[src/rtl/kmu_pkg.sv]
// Shared types and constants for the Kruskal maze union-find block.
// Holds the input mode codes, field widths and the controller/datapath
// command and status structs. No dependencies.
package kmu_pkg;

  localparam int DEF_GRID_SIZE = 16;
  localparam int MODE_W        = 2;
  localparam int COORD_W       = 4;
  localparam int COORD_CMP_W   = 8;

  localparam logic [MODE_W-1:0] MODE_EDGE  = 2'd0;
  localparam logic [MODE_W-1:0] MODE_CLEAR = 2'd1;
  localparam logic [MODE_W-1:0] MODE_READ  = 2'd2;

  typedef struct packed {
    logic load;
    logic start;
    logic phase_b;
    logic step;
    logic set_root;
    logic comp_wr;
    logic size_rd_b;
    logic merge;
    logic wall_cap;
    logic clr_start;
    logic clr_step;
    logic emit;
  } kmu_cmd_t;

  typedef struct packed {
    logic [MODE_W-1:0] mode;
    logic              fits;
    logic              on_grid;
    logic              found;
    logic              at_root;
    logic              same_root;
    logic              clr_last;
    logic              out_free;
  } kmu_stat_t;

endpackage

[src/rtl/kmu_ctrl.sv]
// Controller state machine of the maze block: sequences root walks, path
// compression, merge, wall reads and the clearing sweep. Depends on kmu_pkg.
module kmu_ctrl (
  input  logic               clk_i,
  input  logic               rst_ni,
  input  logic               in_valid_i,
  output logic               in_ready_o,
  input  kmu_pkg::kmu_stat_t stat_i,
  output kmu_pkg::kmu_cmd_t  cmd_o
);
  import kmu_pkg::*;

  localparam logic [3:0] S_IDLE       = 4'd0;
  localparam logic [3:0] S_DISPATCH   = 4'd1;
  localparam logic [3:0] S_CLEAR      = 4'd2;
  localparam logic [3:0] S_FIND_ISSUE = 4'd3;
  localparam logic [3:0] S_FIND       = 4'd4;
  localparam logic [3:0] S_COMP_ISSUE = 4'd5;
  localparam logic [3:0] S_COMP       = 4'd6;
  localparam logic [3:0] S_SIZE_A     = 4'd7;
  localparam logic [3:0] S_SIZE_B     = 4'd8;
  localparam logic [3:0] S_MERGE      = 4'd9;
  localparam logic [3:0] S_WALL       = 4'd10;
  localparam logic [3:0] S_DONE       = 4'd11;

  logic [3:0] state_q, state_d;
  logic       phase_q, phase_d;
  logic       reply_q, reply_d;

  always_ff @(posedge clk_i or negedge rst_ni) begin
    if (!rst_ni) begin
      state_q <= S_CLEAR;
      phase_q <= 1'b0;
      reply_q <= 1'b0;
    end else begin
      state_q <= state_d;
      phase_q <= phase_d;
      reply_q <= reply_d;
    end
  end

  always_comb begin
    state_d       = state_q;
    phase_d       = phase_q;
    reply_d       = reply_q;
    cmd_o         = '0;
    cmd_o.phase_b = phase_q;
    in_ready_o    = 1'b0;
    case (state_q)
      S_IDLE: begin
        in_ready_o = 1'b1;
        if (in_valid_i) begin
          cmd_o.load = 1'b1;
          state_d    = S_DISPATCH;
        end
      end
      S_DISPATCH: begin
        case (stat_i.mode)
          MODE_EDGE: begin
            phase_d = 1'b0;
            state_d = stat_i.fits ? S_FIND_ISSUE : S_DONE;
          end
          MODE_CLEAR: begin
            cmd_o.clr_start = 1'b1;
            reply_d         = 1'b1;
            state_d         = S_CLEAR;
          end
          MODE_READ: begin
            state_d = stat_i.on_grid ? S_WALL : S_DONE;
          end
          default: state_d = S_DONE;
        endcase
      end
      S_CLEAR: begin
        cmd_o.clr_step = 1'b1;
        if (stat_i.clr_last) begin
          reply_d = 1'b0;
          state_d = reply_q ? S_DONE : S_IDLE;
        end
      end
      S_FIND_ISSUE: begin
        cmd_o.start = 1'b1;
        state_d     = S_FIND;
      end
      S_FIND: begin
        if (stat_i.found) begin
          cmd_o.set_root = 1'b1;
          state_d        = S_COMP_ISSUE;
        end else begin
          cmd_o.step = 1'b1;
        end
      end
      S_COMP_ISSUE: begin
        cmd_o.start = 1'b1;
        state_d     = S_COMP;
      end
      S_COMP: begin
        if (stat_i.at_root) begin
          if (!phase_q) begin
            phase_d = 1'b1;
            state_d = S_FIND_ISSUE;
          end else begin
            state_d = stat_i.same_root ? S_DONE : S_SIZE_A;
          end
        end else begin
          cmd_o.comp_wr = 1'b1;
          cmd_o.step    = 1'b1;
        end
      end
      S_SIZE_A: begin
        state_d = S_SIZE_B;
      end
      S_SIZE_B: begin
        cmd_o.size_rd_b = 1'b1;
        state_d         = S_MERGE;
      end
      S_MERGE: begin
        cmd_o.merge = 1'b1;
        state_d     = S_DONE;
      end
      S_WALL: begin
        cmd_o.wall_cap = 1'b1;
        state_d        = S_DONE;
      end
      S_DONE: begin
        if (stat_i.out_free) begin
          cmd_o.emit = 1'b1;
          state_d    = S_IDLE;
        end
      end
      default: state_d = S_IDLE;
    endcase
  end

endmodule

[config.mk]
export PLATFORM = sky130hd
export DESIGN_NAME = kmu_ctrl
export DESIGN_NICKNAME = d
export VERILOG_FILES = /design/src/rtl/kmu_pkg.sv /design/src/rtl/kmu_ctrl.sv
export SDC_FILE = /design/constraint.sdc
export NUM_CORES = 1
export LEC_CHECK = 0
export BUFFER_PORTS_ARGS = -buffer_cell sky130_fd_sc_hd__buf_2
export CAP_MARGIN = 20
export CORE_MARGIN = 2
export CORE_UTILIZATION = 40
export CTS_CLUSTER_DIAMETER = 40
export DETAILED_ROUTE_END_ITERATION = 10
export MAX_ROUTING_LAYER = met4
export PLACE_DENSITY = 0.7
export SLEW_MARGIN = 10
export SYNTH_ARGS = -nofsm -noshare
export SYNTH_HDL_FRONTEND = slang
export SYNTH_SLANG_ARGS = --single-unit
[constraint.sdc]
create_clock -name clk_i -period 1.5 [get_ports clk_i]
set_input_delay 0.3 -clock clk_i [delete_from_list [all_inputs] [get_ports clk_i]]
set_output_delay 0.3 -clock clk_i [all_outputs]
set_load 0.005 [all_outputs]
==> metrics.txt, run 1 <==
outcome complete, but fails checks; failing checks negative setup slack; async set-or-reset flop fraction in the synthesized netlist 1.000; DIE AREA 1661 sq um; CTS root buffer clkbuf_4; CTS clock-pin slew for the worst setup and hold paths 50 ps; fmax 0.5777 GHz; Placement Rows 13; H-tree levels 1; number of global-route vias before repair 589; Pint 1.248 mW; FF-to-FF setup slack -30 ps; setup_tns -1361 ps; Die W 40.76 um; gr ovfl total 0; Slew HR 0.7510; Via density 5.455; CTS tree built; Worst Skew 2.663 ps; chip height 40.76 um; Worst VDD drop 1.017 mV; Max Cap Violations 0; starting density of the core 0.4206; period utilization 1.154; R2R Path End state_q[0]; first-pass GRT wire length 2.387 mm; largest net degree at the start of global routing 13; worst-margin pin slew 368.8 ps; clock power share 0.073; I/O Buffers 24; Worst Path Max Fanout 3; Setup crit start kind register; final wirelength 2.049 mm; Power, Total 2.184 mW; Sw Pwr 0.9366 mW; WP data arrival 1430 ps; commonest non-fill, non-tap cells in the layout 24 x buf_2, 17 x buf_4, 8 x buf_6; Skew-Pair Late Insertion Delay 240 ps; DRT iter0 DRCs 17; Syn Nets 84; leakage 0.5130 nW; Mapped Cells 72; synth warn 0; Worst Setup End Kind output port; Core ar. 1285 sq um; share of layout cells above drive strength 1 0.6303; Synth Register Bits 6; number of flops mapped to enable cells by yosys 0; nets 132; sequential fraction of design power 0.163; Cell variety after synth 30; n_diodes 0; min-delay src stat_i[8]; Inst Count DP 113; switching part of the total power 0.4288; commonest non-fill, non-tap cell in the layout buf_2; FF-to-FF path depth 5; detailed placement HPWL 1.064 mm; FF-to-FF Start state_q[2]; Final Hold Vio Count 0; wire per inst 15.29 um; Num CTS Buffers 3; Synth-to-Final Area Change 88.43%; power per cell area 2145 nW/um^2; pre-CTS setup slack 20.02 ps; sequential area share after synthesis 0.2801; antenna violations before repair 0; crit path kind register to output port; Worst Path Required 1200 ps; Via Count 731; Final Setup Violations 13; Mapped Avg Cell Area 7.507 sq um; min-delay worst type input pin to register; Routed Antenna Nets 0; RSZ-0062 raised after global routing yes; hold endpoint phase_q; synthesized cell area 540.5 sq um; Comb power frac 0.763; Remaining DRCs 0; TritonRoute pass-1 iters 4; Final min period 1731 ps; Layout Cells excl Fill 134; RePlAce Congestion 0.8820; most common flop cell mapped by yosys dfrtp_1; Max clock buf depth 2; final hold slack 340.3 ps; All-Layer GR Usage 0.2240; Top Ports 25; final worst slack -230.9 ps; Slew Viols, Final 0; Hold Path Stages 3; clock sinks 6
## timing repair
action | 4_1_cts | 5_1_grt
pin swaps | 4 | 4
hold buffers | 1 | 0
gates resized for setup | 16 | 18
endpoints found under the setup margin | 12 | 14
buffers inserted | 8 | 7
cloned | 1 | 0
hold endpoints to repair | 5 | 0
## state kept, by name (all words and copies together), names as in the netlist
| name | flops |
|---|---|
| phase_q | 1 |
| reply_q | 1 |
| state_q | 4 |
## per-layer routing
metal / track usage / part of all wire / vias up / wire length, um
li1: - / - / 354 / -
met1: 0.2458 / 0.45 / 352 / 915
met2: 0.4325 / 0.53 / 25 / 1079
met3: 0.01630 / 0.026 / 0 / 54
met4: 0.05000 / 0 / 0 / 0
met5: - / 0 / - / 0
## metrics by stage
stage,utilization,instance area [sq um]
2_1_floorplan,-,546.8
3_3_place_gp,0.5531,710.7
3_5_place_dp,0.5531,710.7
4_1_cts,0.6865,882.1
5_1_grt,0.7926,1018
6_report,0.7926,1018
## cells by family after synthesis
kind of cell | count (synthesis) | share of synthesized area
simple gates | 34 | 0.3357
compound gates | 18 | 0.2245
buf+inv | 11 | 0.1065
flops | 6 | 0.2801
mux | 2 | 0.03704
xor+xnor | 1 | 0.01621
## power by group through the flow
| stage | sequential [mW] | combinational, mW | clock (mW) |
|---|---|---|---|
| finish | 0.357 | 1.67 | 0.160 |
| global route | 0.364 | 1.78 | 0.181 |
| CTS | 0.334 | 1.30 | 0.159 |
| detailed placement | 0.326 | 0.977 | 0 |
| global placement | 0.322 | 0.973 | 0 |
| floorplan | 0.294 | 0.723 | 0 |
## how the worst max path moves through the flow
stage,start,to,cells after the start
detailed placement,state_q[1],cmd_o[2],3
global route,state_q[2],cmd_o[2],3
finish,state_q[2],cmd_o[2],3
CTS,state_q[3],cmd_o[2],3
floorplan,state_q[1],cmd_o[2],3
global placement,state_q[1],cmd_o[2],3
## critical path, stage by stage, from the launching register on
cell	delay [ps]
dfrtp_1	400
or4b_4	570
nor2_4	100
buf_2	110
## final cells by class
type | count | area [sq um]
inverters | 4 | 15.01
clock buffers | 4 | 26.28
multi-input cells | 55 | 459.2
well taps | 15 | 18.77
repair buffers | 50 | 347.8
flip-flops and latches | 6 | 151.4
fillers | 74 | 266.5
## cells in the mapped netlist, drive strengths merged (2+ instances only)
master | count | area [sq um]
nand2 | 7 | 26.28
nor2 | 7 | 26.28
nor3 | 7 | 35.03
buf | 6 | 38.79
dfrtp | 5 | 125.1
a21oi | 4 | 20.02
inv | 4 | 15.01
nand2b | 4 | 25.02
and2 | 3 | 18.77
o21ai | 3 | 15.01
a21o | 2 | 15.01
a31oi | 2 | 12.51
mux2i | 2 | 20.02
nor3b | 2 | 15.01
Note: power is estimated with default switching activity, not from simulation.
==> run 2: changes to the inputs <==
Settings changed: PLACE_DENSITY 0.7 to 0.77.
==> metrics.txt, run 2 (synthesis gave the netlist of run 1 again) <==
Pint 1.112 mW (was 1.248 mW); H-tree levels 1 (unchanged); WP data arrival 1410 ps (was 1430 ps); number of global-route vias before repair 565 (was 589); Slew Viols, Final 0 (unchanged); share of layout cells above drive strength 1 0.5841 (was 0.6303); worst-margin pin slew 315.9 ps (was 368.8 ps); Worst Path Required 1200 ps (about the same); final hold slack 344.3 ps (was 340.3 ps); I/O Buffers 24 (unchanged); antenna violations before repair 0 (unchanged); nets 126 (was 132); chip height 40.76 um (unchanged); RePlAce Congestion 0.8420 (was 0.8820); gr ovfl total 0 (unchanged); power per cell area 2090 nW/um^2 (was 2145 nW/um^2); Inst Count DP 114 (was 113); sequential fraction of design power 0.176 (was 0.163); Max Cap Violations 0 (unchanged); Largest register FFs 4 (unchanged); DIE AREA 1661 sq um (unchanged); Comb power frac 0.743 (was 0.763); Die W 40.76 um (unchanged); Worst Setup End Kind output port (unchanged); Worst Skew 0.4339 ps (was 2.663 ps); leakage 0.4689 nW (was 0.5130 nW); clock power share 0.081 (was 0.073); Fillers 98 (was 74); CTS root buffer clkbuf_4 (unchanged); All-Layer GR Usage 0.2226 (was 0.2240); Final Hold Vio Count 0 (unchanged); commonest non-fill, non-tap cells in the layout 23 x buf_2, 15 x buf_4, 6 x nor2_1 (was 24 x buf_2, 17 x buf_4, 8 x buf_6); Via density 5.484 (was 5.455); TritonRoute pass-1 iters 4 (unchanged); Skew-Pair Late Insertion Delay 240 ps (about the same); pre-CTS setup slack 2.663 ps (was 20.02 ps); starting density of the core 0.4206 (unchanged); Power, Total 1.956 mW (was 2.184 mW); Routed Antenna Nets 0 (unchanged); FF/Latch Area 151.4 sq um (unchanged); CTS clock-pin slew for the worst setup and hold paths 50 ps (about the same); wire per inst 13.82 um (was 15.29 um); Max clock buf depth 2 (unchanged); commonest non-fill, non-tap cell in the layout buf_2 (unchanged); Setup crit start kind register (unchanged); Core ar. 1285 sq um (unchanged); multi-input logic area 430.4 sq um (was 459.2 sq um); outcome complete, but fails checks (unchanged); fmax 0.5858 GHz (was 0.5777 GHz); final worst slack -207.2 ps (was -230.9 ps); detailed placement HPWL 1.117 mm (was 1.064 mm); Worst Path Max Fanout 6 (was 3); n_diodes 0 (unchanged); CTS tree built (unchanged); Layout Cells excl Fill 128 (was 134); Final min period 1707 ps (was 1731 ps); first-pass GRT wire length 2.325 mm (was 2.387 mm); failing checks negative setup slack (unchanged); Top Ports 25 (unchanged); largest net degree at the start of global routing 13 (unchanged); Biggest register state_q (unchanged); final wirelength 1.769 mm (was 2.049 mm); Num CTS Buffers 3 (unchanged); Slew HR 0.7867 (was 0.7510); clock sinks 6 (unchanged); DRT iter0 DRCs 23 (was 17); Synth-to-Final Area Change 73.15% (was 88.43%); RSZ-0062 raised after global routing yes (unchanged); period utilization 1.138 (was 1.154); Placement Rows 13 (unchanged); Via Count 702 (was 731); Sw Pwr 0.8445 mW (was 0.9366 mW); Final Setup Violations 13 (unchanged); largest registers state_q x4, phase_q x1, reply_q x1 (unchanged); switching part of the total power 0.4317 (was 0.4288); Remaining DRCs 0 (unchanged); Worst VDD drop 0.9330 mV (was 1.017 mV); crit path kind register to output port (unchanged); min-delay worst type input pin to register (unchanged)
==> run 2: area by class of cell <==
type,count,area share
inverter,4,0.01604
clock buffer,4,0.02807
multi-input combinational,55,0.4599
timing repair buffer,44,0.3142
sequential,6,0.1618
tap,15,0.02005
==> run 2: through the flow <==
stage | TNS [ps] | utilization | cell area (sq um)
finish | -1374 | 0.7283 | 935.9
global route | -2409 | 0.7283 | 935.9
CTS | -1184 | 0.6534 | 839.6
detailed placement | 0 | 0.5589 | 718.2
global placement | 0 | 0.5589 | 718.2
floorplan | 0 | - | 546.8
==> run 2: final timing paths <==
kind / from / depth (start not counted) / endpoint / slack, ps
setup / recovery: state_q[1] / 3 / cmd_o[2] / -210
hold / removal: stat_i[8] / 3 / phase_q / 340
hold reg to reg: reply_q / 1 / reply_q / 540
max in group asynchronous: rst_ni / 2 / state_q[1] / 870
setup reg to reg: state_q[1] / 6 / state_q[0] / -130
min in group asynchronous: rst_ni / 2 / phase_q / 410
==> run 2: critical path: stages (launching register included) <==
cell and delay (ps):
dfstp_2 410, or4b_4 550, nor2_4 100, buf_2 110
==> run 2: power by group through the flow <==
stage	combinational, mW	clock (mW)	sequential [mW]
4_1_cts	1.19	0.169	0.329
6_report	1.45	0.159	0.344
2_1_floorplan	0.723	0	0.294
5_1_grt	1.57	0.184	0.354
3_3_place_gp	0.988	0	0.321
3_5_place_dp	1.01	0	0.327
==> run 2: metal layers <==
layer,wire [um],GRT usage,up-vias
met1,749,0.2384,330
met4,12,0.1000,0
met3,80,0.01630,2
met2,927,0.4127,32
li1,-,-,338
met5,0,-,-
==> run 2: timing repair <==
action,4_1_cts,5_1_grt
endpoints found under the hold margin,5,0
cloned,0,0
hold buffers,1,0
pin swaps,2,5
endpoints found under the setup margin,12,13
setup buffers,3,6
resized for setup,14,12
